File: config.mk
export PLATFORM = sky130hd
export DESIGN_NAME = script_source_tokenizer
export DESIGN_NICKNAME = d
export VERILOG_FILES = /design/src/design/sst_pkg.sv /design/src/design/script_source_tokenizer.sv /design/src/design/sst_front.sv /design/src/design/sst_back.sv /design/src/design/sst_out_queue.sv
export SDC_FILE = /design/constraint.sdc
export NUM_CORES = 1
export LEC_CHECK = 0
export BUFFER_PORTS_ARGS = -buffer_cell sky130_fd_sc_hd__clkbuf_2
export CAP_MARGIN = 30
export CORE_MARGIN = 4
export CORE_UTILIZATION = 34
export DETAILED_ROUTE_END_ITERATION = 16
export PLACE_DENSITY = 0.57
export SLEW_MARGIN = 10
export SYNTH_ARGS = -nofsm -noshare
export SYNTH_HDL_FRONTEND = slang
export SYNTH_SLANG_ARGS = --single-unit
File: constraint.sdc
create_clock -name clock -period 4.73 [get_ports clock]
set_input_delay 0.473 -clock clock [delete_from_list [all_inputs] [get_ports clock]]
set_output_delay 0.473 -clock clock [all_outputs]
set_load 0.05 [all_outputs]
File: src/design/sst_pkg.sv
`timescale 1ns / 1ps
// Shared types, token kind codes and character tables for the source tokenizer.
package sst_pkg;

   localparam int POS_BITS = 24;
   localparam int FQ_DEPTH = 4;
   localparam int FQ_PTR_W = $clog2(FQ_DEPTH);
   localparam int OQ_DEPTH = 4;
   localparam int OQ_PTR_W = $clog2(OQ_DEPTH);

   typedef logic [5:0] kind_type;
   typedef logic [POS_BITS-1:0] pos_type;

   localparam kind_type K_NUM    = 6'd0;
   localparam kind_type K_ID     = 6'd1;
   localparam kind_type K_AND    = 6'd2;
   localparam kind_type K_OR     = 6'd3;
   localparam kind_type K_STR    = 6'd4;
   localparam kind_type K_LPAREN = 6'd5;
   localparam kind_type K_RPAREN = 6'd6;
   localparam kind_type K_LBRACK = 6'd7;
   localparam kind_type K_RBRACK = 6'd8;
   localparam kind_type K_LBRACE = 6'd9;
   localparam kind_type K_RBRACE = 6'd10;
   localparam kind_type K_SEMI   = 6'd11;
   localparam kind_type K_COLON  = 6'd12;
   localparam kind_type K_COMMA  = 6'd13;
   localparam kind_type K_BANG   = 6'd14;
   localparam kind_type K_ASSIGN = 6'd16;
   localparam kind_type K_PLUS   = 6'd18;
   localparam kind_type K_INC    = 6'd20;
   localparam kind_type K_MINUS  = 6'd21;
   localparam kind_type K_DEC    = 6'd23;
   localparam kind_type K_DOT    = 6'd24;
   localparam kind_type K_BAR    = 6'd25;
   localparam kind_type K_SLASH  = 6'd27;
   localparam kind_type K_LT     = 6'd29;
   localparam kind_type K_GT     = 6'd30;
   localparam kind_type K_CARET  = 6'd31;
   localparam kind_type K_STAR   = 6'd32;
   localparam kind_type K_AMP    = 6'd34;
   localparam kind_type K_PCT    = 6'd36;
   localparam kind_type K_HASH   = 6'd37;
   localparam kind_type K_EOF    = 6'd38;
   localparam kind_type K_ERR    = 6'd39;

   // keyword prefix tracker codes
   localparam logic [3:0] KW_NONE  = 4'd0;
   localparam logic [3:0] KW_T     = 4'd1;
   localparam logic [3:0] KW_TR    = 4'd2;
   localparam logic [3:0] KW_TRU   = 4'd3;
   localparam logic [3:0] KW_TRUE  = 4'd4;
   localparam logic [3:0] KW_F     = 4'd5;
   localparam logic [3:0] KW_FA    = 4'd6;
   localparam logic [3:0] KW_FAL   = 4'd7;
   localparam logic [3:0] KW_FALS  = 4'd8;
   localparam logic [3:0] KW_FALSE = 4'd9;
   localparam logic [3:0] KW_A     = 4'd10;
   localparam logic [3:0] KW_AN    = 4'd11;
   localparam logic [3:0] KW_AND   = 4'd12;
   localparam logic [3:0] KW_O     = 4'd13;
   localparam logic [3:0] KW_OR    = 4'd14;

   typedef struct packed {
      logic     is_space;
      logic     is_digit;
      logic     is_letter;
      logic     is_quote;
      logic     is_zero;
      logic     can_merge;
      kind_type single;   // zero when not a one-byte operator
   } cls_type;

   typedef struct packed {
      logic [7:0] ch;
      cls_type    cls;
      pos_type    offset;
   } fq_entry_type;

   typedef struct packed {
      logic         valid;
      fq_entry_type entry;
   } fq_head_type;

   typedef struct packed {
      kind_type kind;
      pos_type  start;
      pos_type  length;
      logic     is_bool;
      logic     bool_val;
      logic     last;
   } token_type;

   typedef struct packed {
      logic [1:0] count;
      token_type  tok0;
      token_type  tok1;
   } tok_push_type;

   function automatic kind_type single_kind(input logic [7:0] c);
      kind_type k;
      case (c)
         "(": k = K_LPAREN;
         ")": k = K_RPAREN;
         "[": k = K_LBRACK;
         "]": k = K_RBRACK;
         "{": k = K_LBRACE;
         "}": k = K_RBRACE;
         ";": k = K_SEMI;
         ":": k = K_COLON;
         ",": k = K_COMMA;
         "!": k = K_BANG;
         "=": k = K_ASSIGN;
         "+": k = K_PLUS;
         "-": k = K_MINUS;
         ".": k = K_DOT;
         "|": k = K_BAR;
         "/": k = K_SLASH;
         "<": k = K_LT;
         ">": k = K_GT;
         "^": k = K_CARET;
         "*": k = K_STAR;
         "&": k = K_AMP;
         "%": k = K_PCT;
         "#": k = K_HASH;
         default: k = K_NUM;
      endcase
      return k;
   endfunction

   function automatic cls_type classify(input logic [7:0] c);
      cls_type r;
      r.is_space  = (c == " ") || (c == 8'h09) || (c == 8'h0a);
      r.is_digit  = (c >= "0") && (c <= "9");
      r.is_letter = ((c >= "a") && (c <= "z")) || ((c >= "A") && (c <= "Z"));
      r.is_quote  = (c == 8'h22) || (c == 8'h27);
      r.is_zero   = (c == 8'h00);
      r.can_merge = (c == "!") || (c == "=") || (c == "+") || (c == "-") ||
                    (c == "|") || (c == "/") || (c == "*") || (c == "&");
      r.single    = single_kind(c);
      return r;
   endfunction

   // expected next byte of a keyword prefix, zero when none
   function automatic logic [7:0] kw_want(input logic [3:0] m);
      logic [7:0] w;
      case (m)
         KW_T:    w = "r";
         KW_TR:   w = "u";
         KW_TRU:  w = "e";
         KW_F:    w = "a";
         KW_FA:   w = "l";
         KW_FAL:  w = "s";
         KW_FALS: w = "e";
         KW_A:    w = "n";
         KW_AN:   w = "d";
         KW_O:    w = "r";
         default: w = 8'h00;
      endcase
      return w;
   endfunction

   function automatic logic [3:0] kw_start(input logic [7:0] c);
      logic [3:0] m;
      case (c)
         "t": m = KW_T;
         "f": m = KW_F;
         "a": m = KW_A;
         "o": m = KW_O;
         default: m = KW_NONE;
      endcase
      return m;
   endfunction

endpackage

File: src/design/script_source_tokenizer.sv
`timescale 1ns / 1ps
// Top level of the source tokenizer: front end, scanner and result queue.
//
// Source bytes enter on req_source_byte; a request is taken at a clock edge
// with req_push high and req_full low. Tokens leave through a queue: while
// rsp_empty is low the oldest token sits on the rsp_ ports, and rsp_pop
// takes it. A zero byte yields an end-of-file token; an undefined byte (or
// a zero inside a string) yields an error token and every later byte then
// yields one error token until reset.
// A token is known once the byte that ends it has been scanned: it enters the
// result queue at the edge that takes that byte from the byte queue. One byte
// may give two tokens; rsp_last_of_run marks the last token from each byte.
// Throughput is one byte per cycle, set by the single-step scanner, which
// takes a byte only while the four-entry result queue has room for two
// tokens. When the receiver stalls the result queue fills, the scanner
// stops and the four-entry byte queue fills until req_full rises.
// Reset (synchronous, active high) empties both queues, restarts offsets at
// zero and clears the scanner and the sticky error.
module script_source_tokenizer import sst_pkg::*; (
   input  logic                clock,
   input  logic                reset,
   input  logic [7:0]          req_source_byte,
   input  logic                req_push,
   output logic                req_full,
   output logic [5:0]          rsp_token_kind,
   output logic [POS_BITS-1:0] rsp_token_start,
   output logic [POS_BITS-1:0] rsp_token_length,
   output logic                rsp_is_bool_literal,
   output logic                rsp_bool_value,
   output logic                rsp_last_of_run,
   output logic                rsp_empty,
   input  logic                rsp_pop
);

   fq_head_type       fq_head;
   logic              take;
   logic              room;
   tok_push_type      push;
   token_type         oq_head;
   logic [OQ_PTR_W:0] oq_level;

   sst_front u_front (
      .clock           (clock),
      .reset           (reset),
      .req_source_byte (req_source_byte),
      .req_push        (req_push),
      .req_full        (req_full),
      .take            (take),
      .head            (fq_head)
   );

   sst_back u_back (
      .clock (clock),
      .reset (reset),
      .head  (fq_head),
      .room  (room),
      .take  (take),
      .push  (push)
   );

   sst_out_queue u_out_queue (
      .clock     (clock),
      .reset     (reset),
      .push      (push),
      .room      (room),
      .level     (oq_level),
      .head      (oq_head),
      .rsp_empty (rsp_empty),
      .rsp_pop   (rsp_pop)
   );

   assign rsp_token_kind      = oq_head.kind;
   assign rsp_token_start     = oq_head.start;
   assign rsp_token_length    = oq_head.length;
   assign rsp_is_bool_literal = oq_head.is_bool;
   assign rsp_bool_value      = oq_head.bool_val;
   assign rsp_last_of_run     = oq_head.last;

   // scanner only steps on a queued byte
   assert property (@(posedge clock) disable iff (reset) take |-> fq_head.valid)
      else $error("scanner took a byte from an empty queue");

   // result queue never overflows
   assert property (@(posedge clock) disable iff (reset)
      oq_level <= (OQ_PTR_W+1)'(OQ_DEPTH))
      else $error("result queue overflow");

   // a step that pushes two tokens flags only the second one as last
   assert property (@(posedge clock) disable iff (reset)
      (push.count == 2'd2) |-> (!push.tok0.last && push.tok1.last))
      else $error("last_of_run misplaced on a two-token step");

   // reset leaves both queues empty
   assert property (@(posedge clock) reset |=> (rsp_empty && !req_full))
      else $error("queues not empty after reset");

endmodule

File: src/design/sst_front.sv
`timescale 1ns / 1ps
// Front end: accepts source bytes, classifies them, tags offsets and queues them.
module sst_front import sst_pkg::*; (
   input  logic        clock,
   input  logic        reset,
   input  logic [7:0]  req_source_byte,
   input  logic        req_push,
   output logic        req_full,
   input  logic        take,
   output fq_head_type head
);

   fq_entry_type         mem_ff [FQ_DEPTH];
   logic [FQ_PTR_W-1:0]  wr_ff, wr_in;
   logic [FQ_PTR_W-1:0]  rd_ff, rd_in;
   logic [FQ_PTR_W:0]    count_ff, count_in;
   pos_type              offset_ff, offset_in;
   logic                 accept;
   logic                 pop;

   assign req_full = (count_ff == (FQ_PTR_W+1)'(FQ_DEPTH));
   assign accept   = req_push && !req_full;
   assign pop      = take && (count_ff != '0);

   assign head.valid = (count_ff != '0);
   assign head.entry = mem_ff[rd_ff];

   always_comb begin
      wr_in     = accept ? wr_ff + 1'b1 : wr_ff;
      rd_in     = pop ? rd_ff + 1'b1 : rd_ff;
      offset_in = accept ? offset_ff + 1'b1 : offset_ff;
      count_in  = count_ff + (FQ_PTR_W+1)'(accept) - (FQ_PTR_W+1)'(pop);
   end

   always_ff @(posedge clock) begin
      if (reset) begin
         wr_ff     <= '0;
         rd_ff     <= '0;
         count_ff  <= '0;
         offset_ff <= '0;
      end else begin
         wr_ff     <= wr_in;
         rd_ff     <= rd_in;
         count_ff  <= count_in;
         offset_ff <= offset_in;
      end
   end

   always_ff @(posedge clock) begin
      if (accept) begin
         mem_ff[wr_ff].ch     <= req_source_byte;
         mem_ff[wr_ff].cls    <= classify(req_source_byte);
         mem_ff[wr_ff].offset <= offset_ff;
      end
   end

endmodule

File: src/design/sst_back.sv
`timescale 1ns / 1ps
// Back end: scanner state machine that turns classified bytes into tokens.
module sst_back import sst_pkg::*; (
   input  logic         clock,
   input  logic         reset,
   input  fq_head_type  head,
   input  logic         room,
   output logic         take,
   output tok_push_type push
);

   typedef enum logic [4:0] {
      MODE_IDLE = 5'b00001,
      MODE_NUM  = 5'b00010,
      MODE_ID   = 5'b00100,
      MODE_STR  = 5'b01000,
      MODE_OP   = 5'b10000
   } mode_type;

   mode_type   mode_ff, mode_in;
   logic [7:0] held_ff, held_in;
   logic [7:0] quote_ff, quote_in;
   pos_type    origin_ff, origin_in;
   pos_type    run_ff, run_in;
   logic [3:0] kw_ff, kw_in;
   logic       err_ff, err_in;

   logic [7:0] c;
   cls_type    cl;
   pos_type    pos;
   pos_type    run_grown;
   logic       do_start;
   token_type  t0, t1, st_tok, blank;
   logic [1:0] n;
   logic       st_has;

   assign take = head.valid && room;
   assign c    = head.entry.ch;
   assign cl   = head.entry.cls;
   assign pos  = head.entry.offset;
   assign run_grown = (run_ff == '1) ? run_ff : run_ff + 1'b1;

   always_comb begin
      mode_in   = mode_ff;
      held_in   = held_ff;
      quote_in  = quote_ff;
      origin_in = origin_ff;
      run_in    = run_ff;
      kw_in     = kw_ff;
      err_in    = err_ff;
      blank     = '0;
      t0        = '0;
      t1        = '0;
      st_tok    = '0;
      st_has    = 1'b0;
      n         = 2'd0;
      do_start  = 1'b0;

      if (err_ff) begin
         t0      = blank;
         t0.kind = K_ERR;
         t0.start = origin_ff;
         n       = 2'd1;
      end else begin
         case (mode_ff)
            MODE_NUM: begin
               if (cl.is_digit) begin
                  run_in = run_grown;
               end else begin
                  t0.kind   = K_NUM;
                  t0.start  = origin_ff;
                  t0.length = run_ff;
                  n         = 2'd1;
                  do_start  = 1'b1;
               end
            end
            MODE_ID: begin
               if (cl.is_digit || cl.is_letter) begin
                  run_in = run_grown;
                  kw_in  = (kw_want(kw_ff) != 8'h00 && kw_want(kw_ff) == c) ?
                           kw_ff + 1'b1 : KW_NONE;
               end else begin
                  t0.start  = origin_ff;
                  t0.length = run_ff;
                  case (kw_ff)
                     KW_TRUE: begin
                        t0.kind     = K_NUM;
                        t0.is_bool  = 1'b1;
                        t0.bool_val = 1'b1;
                     end
                     KW_FALSE: begin
                        t0.kind    = K_NUM;
                        t0.is_bool = 1'b1;
                     end
                     KW_AND:  t0.kind = K_AND;
                     KW_OR:   t0.kind = K_OR;
                     default: t0.kind = K_ID;
                  endcase
                  n        = 2'd1;
                  do_start = 1'b1;
               end
            end
            MODE_STR: begin
               if (c == quote_ff) begin
                  t0.kind   = K_STR;
                  t0.start  = origin_ff;
                  t0.length = run_ff;
                  n         = 2'd1;
                  mode_in   = MODE_IDLE;
               end else if (cl.is_zero) begin
                  err_in    = 1'b1;
                  origin_in = pos;
                  mode_in   = MODE_IDLE;
                  t0.kind   = K_ERR;
                  t0.start  = pos;
                  n         = 2'd1;
               end else begin
                  run_in = run_grown;
               end
            end
            MODE_OP: begin
               t0.start = origin_ff;
               n        = 2'd1;
               if (c == "=") begin
                  t0.kind   = single_kind(held_ff) + 1'b1;
                  t0.length = pos_type'(2);
                  mode_in   = MODE_IDLE;
               end else if (held_ff == "+" && c == "+") begin
                  t0.kind   = K_INC;
                  t0.length = pos_type'(2);
                  mode_in   = MODE_IDLE;
               end else if (held_ff == "-" && c == "-") begin
                  t0.kind   = K_DEC;
                  t0.length = pos_type'(2);
                  mode_in   = MODE_IDLE;
               end else begin
                  t0.kind   = single_kind(held_ff);
                  t0.length = pos_type'(1);
                  do_start  = 1'b1;
               end
            end
            default: begin
               do_start = 1'b1;
            end
         endcase

         // byte scanned as the beginning of a new token
         if (do_start) begin
            mode_in = MODE_IDLE;
            if (cl.is_space) begin
               mode_in = MODE_IDLE;
            end else if (cl.is_digit) begin
               mode_in   = MODE_NUM;
               origin_in = pos;
               run_in    = pos_type'(1);
            end else if (cl.is_letter) begin
               mode_in   = MODE_ID;
               origin_in = pos;
               run_in    = pos_type'(1);
               kw_in     = kw_start(c);
            end else if (cl.is_quote) begin
               mode_in   = MODE_STR;
               quote_in  = c;
               origin_in = pos;
               run_in    = '0;
            end else if (cl.is_zero) begin
               st_has       = 1'b1;
               st_tok.kind  = K_EOF;
               st_tok.start = pos;
            end else if (cl.can_merge) begin
               mode_in   = MODE_OP;
               held_in   = c;
               origin_in = pos;
            end else if (cl.single != K_NUM) begin
               st_has        = 1'b1;
               st_tok.kind   = cl.single;
               st_tok.start  = pos;
               st_tok.length = pos_type'(1);
            end else begin
               err_in       = 1'b1;
               origin_in    = pos;
               st_has       = 1'b1;
               st_tok.kind  = K_ERR;
               st_tok.start = pos;
            end
            if (st_has) begin
               if (n == 2'd0) begin
                  t0 = st_tok;
                  n  = 2'd1;
               end else begin
                  t1 = st_tok;
                  n  = 2'd2;
               end
            end
         end
      end

      if (n == 2'd1) begin
         t0.last = 1'b1;
      end
      if (n == 2'd2) begin
         t1.last = 1'b1;
      end
      if (!take) begin
         n = 2'd0;
      end
      push.count = n;
      push.tok0  = t0;
      push.tok1  = t1;
   end

   always_ff @(posedge clock) begin
      if (reset) begin
         mode_ff   <= MODE_IDLE;
         held_ff   <= '0;
         quote_ff  <= '0;
         origin_ff <= '0;
         run_ff    <= '0;
         kw_ff     <= KW_NONE;
         err_ff    <= 1'b0;
      end else if (take) begin
         mode_ff   <= mode_in;
         held_ff   <= held_in;
         quote_ff  <= quote_in;
         origin_ff <= origin_in;
         run_ff    <= run_in;
         kw_ff     <= kw_in;
         err_ff    <= err_in;
      end
   end

endmodule

File: src/design/sst_out_queue.sv
`timescale 1ns / 1ps
// Result queue: takes up to two tokens per cycle, hands out one per pop.
module sst_out_queue import sst_pkg::*; (
   input  logic          clock,
   input  logic          reset,
   input  tok_push_type  push,
   output logic          room,
   output logic [OQ_PTR_W:0] level,
   output token_type     head,
   output logic          rsp_empty,
   input  logic          rsp_pop
);

   token_type            mem_ff [OQ_DEPTH];
   logic [OQ_PTR_W-1:0]  wr_ff, wr_in;
   logic [OQ_PTR_W-1:0]  rd_ff, rd_in;
   logic [OQ_PTR_W:0]    count_ff, count_in;
   logic [OQ_PTR_W-1:0]  wr_next;
   logic                 pop;

   assign rsp_empty = (count_ff == '0);
   assign pop       = rsp_pop && !rsp_empty;
   assign room      = (count_ff <= (OQ_PTR_W+1)'(OQ_DEPTH - 2));
   assign level     = count_ff;
   assign head      = mem_ff[rd_ff];
   assign wr_next   = wr_ff + 1'b1;

   always_comb begin
      wr_in    = wr_ff + OQ_PTR_W'(push.count);
      rd_in    = pop ? rd_ff + 1'b1 : rd_ff;
      count_in = count_ff + (OQ_PTR_W+1)'(push.count) - (OQ_PTR_W+1)'(pop);
   end

   always_ff @(posedge clock) begin
      if (reset) begin
         wr_ff    <= '0;
         rd_ff    <= '0;
         count_ff <= '0;
      end else begin
         wr_ff    <= wr_in;
         rd_ff    <= rd_in;
         count_ff <= count_in;
      end
   end

   always_ff @(posedge clock) begin
      if (push.count != 2'd0) begin
         mem_ff[wr_ff] <= push.tok0;
      end
      if (push.count == 2'd2) begin
         mem_ff[wr_next] <= push.tok1;
      end
   end

endmodule
## Yosys cells after proc, flatten, opt, wreduce, memory -nomap -nowiden

Memory sizes are Yosys's and may differ from the RTL's. A register that Yosys moved wholly into a read port is not among the register bits.
Cells that the tools add are included.
W data, S select, Z words.

| word-level totals | value |
|---|---|
| register bits after elaboration | 112 |
| RAM bits | 404 |
| memory bits (read-only) | 224 |
| bits of input ports | 12 |
| logic and storage cells | 298 |
| memories | 4 |

| cells by class | value |
|---|---|
| add/subtract/negate cells | 13 |
| magnitude comparators | 7 |
| eq/ne operators | 75 |
| mux-type cells | 142 |
| bitwise logic cells | 6 |
| reductions and logical operators | 37 |

Memory list:

| memory | words | bits a word | rd ports | clocked after memory_dff | write ports | RTL line | source |
|---|---|---|---|---|---|---|---|
| u_out_queue.mem_ff | 4 | 57 | 1 | 1 | 2 | sst_out_queue.sv:14 | `token_type mem_ff [OQ_DEPTH];` |
| u_front.mem_ff | 4 | 44 | 1 | 1 | 1 | sst_front.sv:13 | `fq_entry_type mem_ff [FQ_DEPTH];` |
| (name not given) | 16 | 7 | 1 | 1 | 0 | sst_pkg.sv:147 | `case (m)` |
| (name not given) | 16 | 7 | 1 | 1 | 0 | sst_pkg.sv:147 |  |

Operator list:

| operator | count |
|---|---|
| $mux W24 | 25 |
| $mux W57 | 8 |
| $eq A8 B6 Y1 const B | 40 |
| $pmux W6 S23 | 2 |
| $mux W54 | 5 |
| $pmux W54 S4 | 1 |
| $eq A8 B7 Y1 const B | 16 |
| $mux W30 | 4 |
| $pmux W24 S3 | 1 |
| $mux W5 | 12 |
| $mux W56 | 1 |
| $add A24 B1 Y24 const B | 2 |
| $mux W48 | 1 |
| $mux W8 | 6 |
| $mux W4 | 11 |
| $mux W6 | 7 |
| $mux W1 | 40 |
| $mux W2 | 13 |
| $eq A24 B24 Y1 const B | 1 |
| $eq A8 B4 Y1 const B | 2 |
| $eq A8 B8 Y1 | 2 |
| $ge A8 B7 Y1 const B | 2 |
| $le A8 B7 Y1 const B | 2 |
| $pmux W4 S4 | 1 |
| 41 further kinds | 75 |

## Longest topological paths before layout

| depth | value |
|---|---|
| depth in word-level cells | 16 |
| gate-level depth with buffers | 17 |
| gate-level depth less buffers | 14 |

## By module

A second synthesis with hierarchy kept.

| second synthesis, totals | value |
|---|---|
| cell total of the unflattened synthesis | 1929 |
| area total of the unflattened synthesis | 26319.0 um^2 |

Modules (own cells, without submodules):

| module | instances | cells an instance | area each (um^2) | seq. area each (um^2) |
|---|---|---|---|---|
| sst_out_queue | 1 | 599 | 11439.7 | 7026.7 |
| sst_front | 1 | 515 | 8570.7 | 5945.7 |
| sst_back | 1 | 815 | 6308.6 | 1601.5 |

## Worst setup path before layout

Ideal clock, no wire load.

| timing | value |
|---|---|
| path kind | reg-to-reg |
| start | register (tool-made name) |
| end | memory u_out_queue.mem_ff[2][0] (netlist bit), enable pin |
| library setup time | 389 ps |
| arrival time | 4440 ps |
| required time | 4341 ps |
| slack | -99 ps |
| cell stages (with the launch flop) | 14 |
| buffers on the path | 5 |
| path through | dfxtp_1 -> buf_6 -> buf_2 -> mux4_2 -> or3_1 -> or2_2 -> nor2_1 -> ha_1 -> or4_4 -> buf_6 -> or2_1 -> clkbuf_1 -> clkbuf_1 -> nand2_1 |

RTL lines:

| element | RTL line |
|---|---|
| end, declared | sst_out_queue.sv:14 |

==> results.md <==
* Proportion of synthesized flip-flops having asynchronous set or reset at 0%
* Number of nets in the finished design at 2,158
* Synth top area share at 37.19%
* Actual slew at the worst max-slew pin at 0.9542 ns
* Register Area at 0.01359 mm²
* Standard-cell row count at 98
* Critical Setup Path Class: reg2reg
* Total negative setup slack at 0 ns
* Routed len/inst at 20.75 µm
* Iteration-0 DRC Markers at 1,759
* Total iterations of the first detailed-routing run at 5
* Number of buffers inserted by port buffering at 70
* Power density over the cells at 501.1 mW/mm²
* Min Clock Period, post-route at 4.506 ns
* Number of max-slew violations in the final report at 0
* Data required, critical path at 5.19 ns
* Max H-tree Level at 2
* Dpl cell area at 0.02594 mm²
* Category of the worst setup path capture point: flip-flop
* Routed wire length at 64.59 mm
* Post-route setup slack at 0.2236 ns
* Synthesized area divided by synthesized cell count at 11.72 µm²
* DRC Markers at 0
* Vias at 17,370
* Worst-case clock buffer depth at 3
* Tot Pwr at 0.01391 W
* Internal power at 0.009157 W
* Proportion of total power due to net switching at 34.18%
* Final setup violation count at 0
* Via density per instance at 5.579
* Ys flop type: sky130_fd_sc_hd__edfxtp_1
* Leading cell type by number of instances after synthesis: sky130_fd_sc_hd__edfxtp_1
* Distinct cells, synth at 91
* Leakage dissipation at 9.561 nW
* Final estimated routing congestion in global placement at 0.8498
* Chip width at 276.7 µm
* Clock root buffer: sky130_fd_sc_hd__clkbuf_16
* Maximum fanout along the worst path at 24
* Footprint of the multi-input gates at 0.01012 mm²
* Switching power at 0.004756 W
* Cts bufs inserted at 54
* Comb power frac at 28.7%
* Via count of the first global-routing pass at 17,320
* Count of yosys warnings during synthesis at 0
* Routed Antenna Nets at 0
* Total of flip-flops plus latches after synthesis at 526
* Overall die height at 276.7 µm
* Area Growth Syn to Fin at 13.10%
* HPWL after detailed placement at 40.02 mm
* Number of enable flip-flop cells after synthesis at 304
* Power share of the sequential group at 40.5%
* Gates resized, CTS repair at 0
* Post-place setup slack at 0.1980 ns
* Summed area of non-filler cells in the final layout at 0.02777 mm²
* Top cell types by occurrence after synthesis: 304 x sky130_fd_sc_hd__edfxtp_1, 222 x sky130_fd_sc_hd__dfxtp_1, 192 x sky130_fd_sc_hd__nand2_1
* Layout cell share with drive strength beyond 1 at 17.29%
* Area leader, netlist: sky130_fd_sc_hd__edfxtp_1
* Unrepaired setup endpoints after global routing: no
* Number of max-cap violations at 0
* Clk sink count at 526
* Worst slew margin relative to its limit at 35.58%
* Clock tree from TritonCTS: done
* Hold-fix buffer count after cts at 0
* Max VDD drop at 0.3122 mV
* Post-Syn Area at 0.02455 mm²
* Period Utilization, post-route at 95.27%
* Type of element launching the critical path: flip-flop
* Worst Hold Slack at 0.3040 ns
* Kind of path behind the tightest hold check: in2reg
* Sequential area share after synthesis at 55.29%
* Worst setup skew after layout at 0.01887 ns
* Clock latency on the worst-skew pair at 0.60 ns
* Highest attainable clock frequency at 221.9 MHz
* Cell count after synthesis at 2,094
* Number of antenna diodes at 0
* Share of total power in the clock network at 30.8%
* Final hold vios at 0
* Status: completed
* Maximum number of pins on one net before global-route repair at 76
* Total GRT Usage at 16.40%
* Layout fillers at 6,761
* Largest cells by area after synthesis: sky130_fd_sc_hd__edfxtp_1 37%, sky130_fd_sc_hd__dfxtp_1 18%, sky130_fd_sc_hd__mux4_2 9.3%
* Arr. time, crit path at 4.97 ns
* Placeable Area at 0.07149 mm²
* Antenna violations before repair at 0
* Total Die Area at 0.07657 mm²
* Global-route wire length before repair at 100.8 mm
* # IOs at 71
* Net count after synthesis at 2,132
* Clock-pin slew on the worst setup and hold paths at 0.06 ns
* Starting Density at 34.34%
* GR Overflow Total at 0
-- area by class of cell --
cell class	instances	share of cell area (%)
inverters	41	0.5543
clock inverters	28	1.023
clock buffers	71	5.390
flip-flops and latches	526	48.93
multi-input cells	1361	36.44
repair buffers	136	3.380
well taps	950	4.281
-- stage by stage --
step / util [%] / std cells
2_1_floorplan: - / 2094
3_3_place_gp: 36.28 / 3009
3_5_place_dp: 36.29 / 3011
4_1_cts: 38.78 / 3110
5_1_grt: 38.84 / 3113
6_report: 38.84 / 3113
-- worst max-delay path: stages, from the launching register on --
cell                        delay (ns)
sky130_fd_sc_hd__dfxtp_4          0.49
sky130_fd_sc_hd__buf_8            0.20
sky130_fd_sc_hd__mux4_2           0.53
sky130_fd_sc_hd__or3_1            0.40
sky130_fd_sc_hd__or2_2            0.37
sky130_fd_sc_hd__nor2_1           0.20
sky130_fd_sc_hd__ha_1             0.31
sky130_fd_sc_hd__or4_4            0.62
sky130_fd_sc_hd__or3_1            0.49
sky130_fd_sc_hd__o2bb2ai_4        0.18
sky130_fd_sc_hd__buf_4            0.36
sky130_fd_sc_hd__a22o_1           0.19
-- worst paths after layout --
path                                  start                        end  slack (ns)  cells after the start
setup / recovery                  flip-flop  u_out_queue.mem_ff[1][44]        0.22                     11
hold / removal           req_source_byte[6]      u_front.mem_ff[2][42]        0.30                      1
setup reg to reg                  flip-flop  u_out_queue.mem_ff[1][44]        0.22                     11
hold reg to reg   u_out_queue.mem_ff[2][17]  u_out_queue.mem_ff[2][17]        0.45                      2
-- timing repair --
item                                    4_1_cts  5_1_grt
endpoints found under the hold margin         0        0
endpoints found under the setup margin        0       30
buffers inserted                              0        1
-- logic make-up (layout without fill, tap and decap cells) --
logic type,Yosys count,after routing,synth area share [%]
buffers and inverters,207,276,3.665
xor gates and xnor gates,52,52,1.855
and+or+nand+nor,691,691,13.83
AOI/OAI and AO/OA,444,444,12.79
DFF,526,526,55.29
muxes,147,147,11.14
adders and majority gates,27,27,1.427
-- registers in the layout, indices dropped and copies added (netlist names), 5 cells and up, named ones only --
register,flops
u_front.mem_ff,176
u_back.run_ff,24
u_front.offset_ff,24
u_back.held_ff,8
u_out_queue.mem_ff,228
u_back.mode_ff,5
u_back.origin_ff,24
u_back.quote_ff,8
-- power by group through the flow --
stage / sequential, W / clock (W) / combinational (W)
after floorplan: 0.00552 / 0 / 0.00301
after global placement: 0.00572 / 0 / 0.00393
after detailed placement: 0.00575 / 0 / 0.00397
after CTS: 0.00565 / 0.00438 / 0.00399
after global routing: 0.00569 / 0.00456 / 0.00431
final: 0.00563 / 0.00429 / 0.00399
-- cells in the final DEF, fill, tap and decap left out, drive strengths merged, types with 35 or more instances in the layout --
master,n
mux4,101
nor3,35
inv,44
edfxtp,304
dfxtp,222
nand2,193
buf,66
a22o,87
o21ai,44
a21oi,143
nand3,144
nor2,150
clkbuf,141
mux2i,46
-- metal layers --
layer | up-vias | part of all wire [%] | GRT usage, %
met5 | - | 0 | 0
met4 | 0 | 2.6 | 5.016
met3 | 118 | 6.0 | 3.212
met2 | 574 | 48 | 27.66
met1 | 8692 | 43 | 21.47
li1 | 7984 | - | -
Power figures use the tool's default switching activity.
